File: src/rtl/hlcd_pkg.sv
`default_nettype none

package hlcd_pkg;

  // default width of the received byte counter
  localparam int unsigned CountBitsDef = 32;

  // length of the header name that is searched for
  localparam int unsigned NameLen = 15;

  // magnitude cap of the parsed value, one above the largest positive value
  localparam logic [31:0] AccCap = 32'h8000_0000;
  localparam logic [31:0] PosMax = 32'h7FFF_FFFF;

  // character codes
  localparam logic [7:0] ChNul   = 8'h00;
  localparam logic [7:0] ChHt    = 8'h09;
  localparam logic [7:0] ChLf    = 8'h0A;
  localparam logic [7:0] ChCr    = 8'h0D;
  localparam logic [7:0] ChSpace = 8'h20;
  localparam logic [7:0] ChPlus  = 8'h2B;
  localparam logic [7:0] ChMinus = 8'h2D;
  localparam logic [7:0] ChZero  = 8'h30;
  localparam logic [7:0] ChNine  = 8'h39;
  localparam logic [7:0] ChUpA   = 8'h41;
  localparam logic [7:0] ChUpZ   = 8'h5A;

  // phase of the value parser
  typedef enum logic [2:0] {
    PH_NAME,
    PH_BLANK,
    PH_SIGN,
    PH_DIGIT,
    PH_END
  } phase_e;

  // lower-case header name "content-length:"
  function automatic logic [7:0] name_char(input logic [3:0] idx);
    logic [7:0] ch;
    unique case (idx)
      4'd0:    ch = 8'h63; // c
      4'd1:    ch = 8'h6F; // o
      4'd2:    ch = 8'h6E; // n
      4'd3:    ch = 8'h74; // t
      4'd4:    ch = 8'h65; // e
      4'd5:    ch = 8'h6E; // n
      4'd6:    ch = 8'h74; // t
      4'd7:    ch = 8'h2D; // -
      4'd8:    ch = 8'h6C; // l
      4'd9:    ch = 8'h65; // e
      4'd10:   ch = 8'h6E; // n
      4'd11:   ch = 8'h67; // g
      4'd12:   ch = 8'h74; // t
      4'd13:   ch = 8'h68; // h
      4'd14:   ch = 8'h3A; // :
      default: ch = 8'hFF; // unused index; only a byte of 8'hFF, which the letter fold leaves unchanged, would match it
    endcase
    return ch;
  endfunction

  // ascii letters to lower case, everything else unchanged
  function automatic logic [7:0] to_lower(input logic [7:0] ch);
    logic [7:0] res;
    res = ch;
    if (ch >= ChUpA && ch <= ChUpZ) begin
      res = ch + 8'd32;
    end
    return res;
  endfunction

  // whitespace as atoi skips it
  function automatic logic is_blank(input logic [7:0] ch);
    return (ch == ChSpace) || (ch >= ChHt && ch <= ChCr);
  endfunction

endpackage

`default_nettype wire

File: src/rtl/hlcd_if.sv
`default_nettype none

// byte stream into the detector
interface hlcd_in_if;
  logic       valid;
  logic       ready;
  logic [7:0] data_byte;
  logic       first;

  modport source (output valid, output data_byte, output first, input ready);
  modport sink   (input valid, input data_byte, input first, output ready);
endinterface

// status stream out of the detector, one transfer per byte
interface hlcd_out_if;
  logic        valid;
  logic        ready;
  logic        complete;
  logic        length_found;
  logic        header_found;
  logic [31:0] header_length;

  modport source (output valid, output complete, output length_found,
                  output header_found, output header_length, input ready);
  modport sink   (input valid, input complete, input length_found,
                  input header_found, input header_length, output ready);
endinterface

`default_nettype wire

File: src/rtl/http_length_complete_detector.sv
`default_nettype none
// each transferred byte's status is registered into the result register
// throughput: one byte per cycle unless the result stalls; the state update and completion
//   compare run in a single pass between the state registers and the result register
// reset: rst_ni clears all search state and empties the result register;
//   a byte flagged first clears the per-response state before it is taken

module http_length_complete_detector
  import hlcd_pkg::*;
#(
  parameter int unsigned COUNT_BITS = CountBitsDef
) (
  input  wire logic clk_i,
  input  wire logic rst_ni,
  hlcd_in_if.sink   in_i,
  hlcd_out_if.source res_o
);

  // compare width covers the counter, a 32 bit header length and the sign
  localparam int unsigned CW = ((COUNT_BITS > 32) ? COUNT_BITS : 32) + 2;

  logic [COUNT_BITS-1:0] byte_count_q, byte_count_d;
  logic [3:0]            name_idx_q, name_idx_d;
  phase_e                phase_q, phase_d;
  logic                  neg_q, neg_d;
  logic [31:0]           accum_q, accum_d;
  logic                  cr_seen_q, cr_seen_d;
  logic                  len_valid_q, len_valid_d;
  logic [1:0]            blank_idx_q, blank_idx_d;
  logic                  hdr_done_q, hdr_done_d;
  logic [31:0]           hdr_bytes_q, hdr_bytes_d;
  logic                  zero_seen_q, zero_seen_d;

  logic                  res_valid_q;
  logic                  complete_q, complete_d;
  logic                  len_found_q;
  logic                  hdr_found_q;
  logic [31:0]           hdr_len_q;

  logic                  in_xfer;
  logic [7:0]            ch;

  // a byte is taken whenever the result register is free or being emptied
  assign in_i.ready = !res_valid_q || res_o.ready;
  assign in_xfer    = in_i.valid && in_i.ready;
  assign ch         = in_i.data_byte;

  // per-byte state update
  always_comb begin
    logic [COUNT_BITS-1:0] cnt_cur;
    logic [7:0]            low_ch;
    logic                  dig;
    logic                  take_digit;
    logic [35:0]           prod;
    logic [CW-1:0]         cnt_ext;

    // first byte of a response starts from the cleared state
    cnt_cur     = in_i.first ? '0 : byte_count_q;
    name_idx_d  = in_i.first ? 4'd0 : name_idx_q;
    phase_d     = in_i.first ? PH_NAME : phase_q;
    neg_d       = in_i.first ? 1'b0 : neg_q;
    accum_d     = in_i.first ? 32'd0 : accum_q;
    cr_seen_d   = in_i.first ? 1'b0 : cr_seen_q;
    len_valid_d = in_i.first ? 1'b0 : len_valid_q;
    blank_idx_d = in_i.first ? 2'd0 : blank_idx_q;
    hdr_done_d  = in_i.first ? 1'b0 : hdr_done_q;
    hdr_bytes_d = in_i.first ? 32'd0 : hdr_bytes_q;
    zero_seen_d = (in_i.first ? 1'b0 : zero_seen_q) || (ch == ChNul);

    low_ch     = to_lower(ch);
    dig        = (ch >= ChZero) && (ch <= ChNine);
    take_digit = 1'b0;
    prod       = (36'(accum_d) << 3) + (36'(accum_d) << 1) + 36'(ch - ChZero);

    // saturating byte counter
    byte_count_d = (cnt_cur == {COUNT_BITS{1'b1}}) ? cnt_cur : cnt_cur + 1'b1;
    cnt_ext      = CW'(byte_count_d);

    if (!zero_seen_d) begin
      // name search, then value parse up to crlf
      if (phase_d == PH_NAME) begin
        if (low_ch == name_char(name_idx_d)) begin
          if (name_idx_d == 4'(NameLen - 1)) begin
            name_idx_d = 4'd0;
            phase_d    = PH_BLANK;
          end else begin
            name_idx_d = name_idx_d + 4'd1;
          end
        end else begin
          name_idx_d = (low_ch == name_char(4'd0)) ? 4'd1 : 4'd0;
        end
      end else if (!len_valid_d) begin
        if (ch == ChLf && cr_seen_d) begin
          len_valid_d = 1'b1;
        end else begin
          cr_seen_d = (ch == ChCr);
          unique case (phase_d)
            PH_BLANK: begin
              if (is_blank(ch)) begin
                take_digit = 1'b0;
              end else if (ch == ChPlus || ch == ChMinus) begin
                neg_d   = (ch == ChMinus);
                phase_d = PH_SIGN;
              end else begin
                take_digit = 1'b1;
              end
            end
            PH_SIGN, PH_DIGIT: take_digit = 1'b1;
            default:           take_digit = 1'b0;
          endcase
          if (take_digit) begin
            if (dig) begin
              accum_d = (prod > 36'(AccCap)) ? AccCap : prod[31:0];
              phase_d = PH_DIGIT;
            end else begin
              phase_d = PH_END;
            end
          end
        end
      end

      // blank line search
      if (!hdr_done_d) begin
        unique case (blank_idx_d)
          2'd0: blank_idx_d = (ch == ChCr) ? 2'd1 : 2'd0;
          2'd1: blank_idx_d = (ch == ChLf) ? 2'd2 : (ch == ChCr) ? 2'd1 : 2'd0;
          2'd2: blank_idx_d = (ch == ChCr) ? 2'd3 : 2'd0;
          default: begin
            if (ch == ChLf) begin
              hdr_done_d  = 1'b1;
              blank_idx_d = 2'd0;
              hdr_bytes_d = (cnt_ext > CW'(32'hFFFF_FFFF)) ? 32'hFFFF_FFFF
                                                           : cnt_ext[31:0];
            end else begin
              blank_idx_d = (ch == ChCr) ? 2'd1 : 2'd0;
            end
          end
        endcase
      end
    end
  end

  // completion compare; the value is frozen once the length line is valid,
  // so the stored value serves whenever the compare can pass
  always_comb begin
    logic [31:0]          mag;
    logic signed [CW-1:0] len;
    logic signed [CW-1:0] need;
    logic signed [CW-1:0] have;
    mag  = (accum_q > PosMax) ? PosMax : accum_q;
    len  = neg_q ? -$signed(CW'(accum_q)) : $signed(CW'(mag));
    need = $signed(CW'(hdr_bytes_d)) + len;
    have = $signed(CW'(byte_count_d));
    complete_d = len_valid_d && hdr_done_d && (have >= need);
  end

  // search state
  always_ff @(posedge clk_i or negedge rst_ni) begin
    if (!rst_ni) begin
      byte_count_q <= '0;
      name_idx_q   <= 4'd0;
      phase_q      <= PH_NAME;
      neg_q        <= 1'b0;
      accum_q      <= 32'd0;
      cr_seen_q    <= 1'b0;
      len_valid_q  <= 1'b0;
      blank_idx_q  <= 2'd0;
      hdr_done_q   <= 1'b0;
      hdr_bytes_q  <= 32'd0;
      zero_seen_q  <= 1'b0;
    end else if (in_xfer) begin
      byte_count_q <= byte_count_d;
      name_idx_q   <= name_idx_d;
      phase_q      <= phase_d;
      neg_q        <= neg_d;
      accum_q      <= accum_d;
      cr_seen_q    <= cr_seen_d;
      len_valid_q  <= len_valid_d;
      blank_idx_q  <= blank_idx_d;
      hdr_done_q   <= hdr_done_d;
      hdr_bytes_q  <= hdr_bytes_d;
      zero_seen_q  <= zero_seen_d;
    end
  end

  // result register valid flag
  always_ff @(posedge clk_i or negedge rst_ni) begin
    if (!rst_ni) begin
      res_valid_q <= 1'b0;
    end else if (in_xfer) begin
      res_valid_q <= 1'b1;
    end else if (res_o.ready) begin
      res_valid_q <= 1'b0;
    end
  end

  // result payload
  always_ff @(posedge clk_i) begin
    if (in_xfer) begin
      complete_q  <= complete_d;
      len_found_q <= len_valid_d;
      hdr_found_q <= hdr_done_d;
      hdr_len_q   <= hdr_bytes_d;
    end
  end

  assign res_o.valid         = res_valid_q;
  assign res_o.complete      = complete_q;
  assign res_o.length_found  = len_found_q;
  assign res_o.header_found  = hdr_found_q;
  assign res_o.header_length = hdr_len_q;

`ifndef SYNTHESIS
  // completion needs both the length line and the blank line
  a_complete_needs_both: assert property (@(posedge clk_i) disable iff (!rst_ni)
    res_valid_q && complete_q |-> len_found_q && hdr_found_q)
    else $error("complete without length and header");

  // header length is zero exactly while the header is still open
  a_hdr_len_zero: assert property (@(posedge clk_i) disable iff (!rst_ni)
    res_valid_q |-> (hdr_found_q == (hdr_len_q != 32'd0)))
    else $error("header length disagrees with header found");

  // a stalled result is never overwritten by a new byte
  a_no_overwrite: assert property (@(posedge clk_i) disable iff (!rst_ni)
    res_valid_q && !res_o.ready |-> !in_xfer)
    else $error("byte taken while result stalled");

  // once found within a response, the header stays found
  a_hdr_sticky: assert property (@(posedge clk_i) disable iff (!rst_ni)
    in_xfer && hdr_done_q && !in_i.first |-> hdr_done_d)
    else $error("header found flag dropped");
`endif

endmodule

`default_nettype wire
File: src/flat_wrapper.sv
// flat-port wrapper written by rule: the top's interface ports become plain ports
module http_length_complete_detector_flat import hlcd_pkg::*;
#(
  parameter int unsigned COUNT_BITS = CountBitsDef
)
  (clk_i, rst_ni, in_i_valid, in_i_data_byte, in_i_first, in_i_ready, res_o_valid, res_o_complete, res_o_length_found, res_o_header_found, res_o_header_length, res_o_ready);
  hlcd_in_if in_i_i ();
  hlcd_out_if res_o_i ();
  input  wire logic clk_i;
  input  wire logic rst_ni;
  input wire logic [$bits(in_i_i.valid)-1:0] in_i_valid;
  input wire logic [$bits(in_i_i.data_byte)-1:0] in_i_data_byte;
  input wire logic [$bits(in_i_i.first)-1:0] in_i_first;
  output wire logic [$bits(in_i_i.ready)-1:0] in_i_ready;
  output wire logic [$bits(res_o_i.valid)-1:0] res_o_valid;
  output wire logic [$bits(res_o_i.complete)-1:0] res_o_complete;
  output wire logic [$bits(res_o_i.length_found)-1:0] res_o_length_found;
  output wire logic [$bits(res_o_i.header_found)-1:0] res_o_header_found;
  output wire logic [$bits(res_o_i.header_length)-1:0] res_o_header_length;
  input wire logic [$bits(res_o_i.ready)-1:0] res_o_ready;
  assign in_i_i.valid = in_i_valid;
  assign in_i_i.data_byte = in_i_data_byte;
  assign in_i_i.first = in_i_first;
  assign in_i_ready = in_i_i.ready;
  assign res_o_valid = res_o_i.valid;
  assign res_o_complete = res_o_i.complete;
  assign res_o_length_found = res_o_i.length_found;
  assign res_o_header_found = res_o_i.header_found;
  assign res_o_header_length = res_o_i.header_length;
  assign res_o_i.ready = res_o_ready;
  http_length_complete_detector #(.COUNT_BITS(COUNT_BITS)) u_core (.clk_i(clk_i), .rst_ni(rst_ni), .in_i(in_i_i), .res_o(res_o_i));
endmodule
File: config.mk
export PLATFORM = sky130hd
export DESIGN_NAME = http_length_complete_detector_flat
export DESIGN_NICKNAME = d
export VERILOG_FILES = /design/src/rtl/hlcd_pkg.sv /design/src/rtl/hlcd_if.sv /design/src/rtl/http_length_complete_detector.sv /design/src/flat_wrapper.sv
export SDC_FILE = /design/constraint.sdc
export NUM_CORES = 1
export LEC_CHECK = 0
export ABC_AREA = 1
export BUFFER_PORTS_ARGS = -buffer_cell sky130_fd_sc_hd__buf_4
export CORE_ASPECT_RATIO = 1.4
export CORE_MARGIN = 3
export CORE_UTILIZATION = 25
export CTS_CLUSTER_DIAMETER = 60
export DETAILED_ROUTE_END_ITERATION = 7
export GPL_TIMING_DRIVEN = 0
export MAX_ROUTING_LAYER = met4
export PLACE_DENSITY = 0.43
export SETUP_SLACK_MARGIN = 0.15
export SLEW_MARGIN = 15
export SYNTH_ARGS = -nofsm -noshare
export SYNTH_HDL_FRONTEND = slang
export SYNTH_SLANG_ARGS = --single-unit
File: constraint.sdc
create_clock -name clk_i -period 4.97 [get_ports clk_i]
set_input_delay 0 -clock clk_i [delete_from_list [all_inputs] [get_ports clk_i]]
set_output_delay 0 -clock clk_i [all_outputs]
set_load 0.05 [all_outputs]
==> results.sh <==
export IMPL_die_h_um=305.9
export IMPL_drc=0
export IMPL_wl_per_cell_um=19.65
export IMPL_path_class="flop to flop"
export IMPL_synth_common_cells="nand2_1 (662), inv_1 (323), nor2_1 (278)"
export IMPL_cts_buffer_depth=2
export IMPL_tightest_slew_ns=0.9736
export IMPL_stdcell_area_um2=19480
export IMPL_syn_avg_cell_area_um2=6.458
export IMPL_yosys_warnings=0
export IMPL_coreArea_um2=63420
export IMPL_fin_ws_ns=-0.7620
export IMPL_maxCapViolCount=0
export IMPL_portBuffers=49
export IMPL_die_w_um=220.2
export IMPL_fin_crit_sh_pct=115.3
export IMPL_yosysMostFrequentCell="nand2_1"
export IMPL_skew_ns=0.01411
export IMPL_place_area_um2=17580
export IMPL_synthTopCellsByArea="dfrtp_1 (17%), nand2_1 (15%), ha_1 (9.1%)"
export IMPL_cts_tree="built"
export IMPL_power_density_nw_per_um2=311.4
export IMPL_synth_seq_cells=146
export IMPL_synth_fp_nets=2649
export IMPL_cp_slowest_cell="dfrtp_1"
export IMPL_p_leak_nw=9.212
export IMPL_p_seq_share_pct=23.8
export IMPL_synth_flop_cell="dfrtp_1"
export IMPL_cts_root_buf="clkbuf_16"
export IMPL_fin_crit_ns=5.732
export IMPL_cts_inserted_buffers=17
export IMPL_grt_busiest_layer="met2"
export IMPL_synth_adder_area_share_pct=13.10
export IMPL_hold_viol=0
export IMPL_synth_cells=2487
export IMPL_p_sw_w=0.002903
export IMPL_synthXorXnorAreaFrac_pct=3.786
export IMPL_antenna_left=0
export IMPL_setup_violations_final=1
export IMPL_drive_gt1_share_pct=13.56
export IMPL_use_met1_pct=21.71
export IMPL_gr_usage_met3_pct=1.319
export IMPL_grt_pass1_wl_um=102400
export IMPL_async_flop_share_pct=76.03
export IMPL_synth_simple_area_share_pct=32.09
export IMPL_synth_compound_area_share_pct=17.37
export IMPL_antenna_cells=0
export IMPL_p_sw_share_pct=47.85
export IMPL_syn_area_um2=16060
export IMPL_synth_mux_area_fraction_pct=0
export IMPL_synth_top_area_share_pct=17.29
export IMPL_place_ws_ns=-2.626
export IMPL_worstSkewPairLatency_ns=0.46
export IMPL_p_total_w=0.006067
export IMPL_synth_top_family_by_area="simple AND/OR/NAND/NOR gates"
export IMPL_tns_ns=-0.7620
export IMPL_layout_nets=2782
export IMPL_gp_congestion=0.9577
export IMPL_first_iter_violations=998
export IMPL_cp_common_cell="buf_4"
export IMPL_crit_path_start_kind="flop"
export IMPL_hold_class="input port to async pin"
export IMPL_cts_sinks=146
export IMPL_synth_enable_flop_cells=35
export IMPL_dp_cells=3371
export IMPL_worstPathMaxFanout=5
export IMPL_seq_area_frac_synth_pct=23.84
export IMPL_routed_wl_um=68080
export IMPL_hpwl_um=55550
export IMPL_cts_max_level=4
export IMPL_clock_power_share_pct=23.7
export IMPL_status="complete, but fails checks"
export IMPL_core_rowCount=109
export IMPL_dieArea_um2=67370
export IMPL_power_frac_comb_pct=52.5
export IMPL_max_stage_delay_ns=0.37
export IMPL_ys_types=54
export IMPL_drtPass1Iterations=5
export IMPL_grt_pass1_vias=17254
export IMPL_violations="negative setup slack"
export IMPL_rsz0062_at_grt="true"
export IMPL_antenna_found_initial=0
export IMPL_ioPinCount=50
export IMPL_drv_slew=0
export IMPL_end_kind="flop"
export IMPL_slew_headroom_pct=35.09
export IMPL_final_cells=3465
export IMPL_vias=16909
export IMPL_arrival_ns=5.93
export IMPL_cp_required_ns=5.17
export IMPL_internal_power_w=0.003164
export IMPL_synth_top_cell_by_area="dfrtp_1"
export IMPL_fmax_mhz=174.5
export IMPL_grt_util_met2_pct=39.25
export IMPL_overflow=0
export IMPL_grtUsageTotal_pct=20.64
export IMPL_initial_core_util_pct=25.33
export IMPL_viasPerCell=4.880
export IMPL_grt_start_max_net_pins=61
export IMPL_clkTransAtPathRegs_ns=0.07
export IMPL_syn_to_final_growth_pct=21.31
export IMPL_ir_worst_vdd_mv=0.2481
## stage by stage
| stage | hold WS, ns | utilization, % |
|---|---|---|
| global route | 0.09720 | 30.73 |
| CTS | 0.07356 | 29.92 |
| detailed placement | -0.02572 | 27.72 |
| finish | 0.06637 | 30.73 |
| floorplan | -0.2956 | - |
| global placement | 0.2887 | 27.60 |
## power by group through the flow
stage | Combinational [W] | Clock, W | Sequential, W
5_1_grt | 0.00357 | 0.00150 | 0.00146
2_1_floorplan | 0.00204 | 0 | 0.00149
3_3_place_gp | 0.00296 | 0 | 0.00146
4_1_cts | 0.00309 | 0.00146 | 0.00144
6_report | 0.00318 | 0.00144 | 0.00145
3_5_place_dp | 0.00298 | 0 | 0.00146
## critical path: cells and delay by family, from the launching register on
kind / cells / cell delay (ns)
buffers and inverters: 5 / 0.57
AO/OA/AOI/OAI: 11 / 1.81
XOR/XNOR: 2 / 0.31
adder cells (fa/ha/maj): 3 / 0.82
AND/OR/NAND/NOR: 11 / 1.61
flip-flops: 1 / 0.37
## layer usage
| layer | part of all wire [%] | vias to the layer above |
|---|---|---|
| li1 | - | 8430 |
| met1 | 39 | 8034 |
| met2 | 55 | 335 |
| met3 | 1.9 | 110 |
| met4 | 4.5 | 0 |
| met5 | 0 | - |
## registers in the layout, indices dropped and copies added (netlist names)
name                        cells
u_core.hdr_bytes_q             32
u_core.res_o.length_found       1
u_core.name_idx_q               4
u_core.res_o.complete           1
u_core.neg_q                    1
u_core.cr_seen_q                1
u_core.zero_seen_q              1
u_core.res_o.header_length     32
u_core.len_valid_q              1
u_core.res_o.valid              1
u_core.blank_idx_q              2
u_core.accum_q                 32
u_core.phase_q                  3
u_core.res_o.header_found       1
u_core.byte_count_q            32
u_core.hdr_done_q               1
## cells by family after synthesis
group / count (synthesis)
xor+xnor: 66
flops: 146
simple gates: 1213
fa+ha+maj: 149
compound gates: 506
buf+inv: 407
## layout by cell type (no fill, tap or decap), types with 19 or more instances in the layout
master    count
nor3_1       33
xor2_1       30
nor2_2       19
dfrtp_1     111
buf_4       111
clkbuf_1     38
nand2_2      21
o21a_1       19
o21ai_0     150
o21ai_2      19
ha_1        106
xnor2_1      24
nand3_1     124
nor2_1      264
nand2_1     646
nand4_1      30
inv_1       317
a21oi_1     197
fa_1         31
edfxtp_1     35
## path summary, 6_finish.rpt
path | endpoint | slack (ns) | cells after the start | startpoint
worst max register to register | u_core.res_o.complete | -0.76 | 32 | u_core.byte_count_q[0]
max in group asynchronous | u_core.accum_q[30] | 4.17 | 3 | rst_ni
worst max-delay path | u_core.res_o.complete | -0.76 | 32 | u_core.byte_count_q[0]
worst min register to register | u_core.hdr_bytes_q[4] | 0.50 | 2 | u_core.hdr_bytes_q[4]
min in group clk_i | u_core.accum_q[0] | 0.17 | 7 | in_i_data_byte[0]
worst min-delay path | u_core.res_o.valid | 0.07 | 2 | rst_ni
## repair_timing
action	4_1_cts	5_1_grt
hold buffers	2	0
pin swaps	39	62
hold endpoints to repair	112	0
buffers inserted	35	25
endpoints found under the setup margin	33	32
gates resized for setup	116	70
## layout make-up
cell class	count	area [um^2]
Fill cell	7026	43930
Multi-Input combinational cell	1934	11430
Sequential cell	146	3829
Inverter	331	1245
Tap cell	832	1041
Timing Repair Buffer	114	933.4
Clock buffer	18	450.4
Buffer	76	380.4
Clock inverter	14	173.9
No activity file was read; power rests on OpenSTA's default activity.
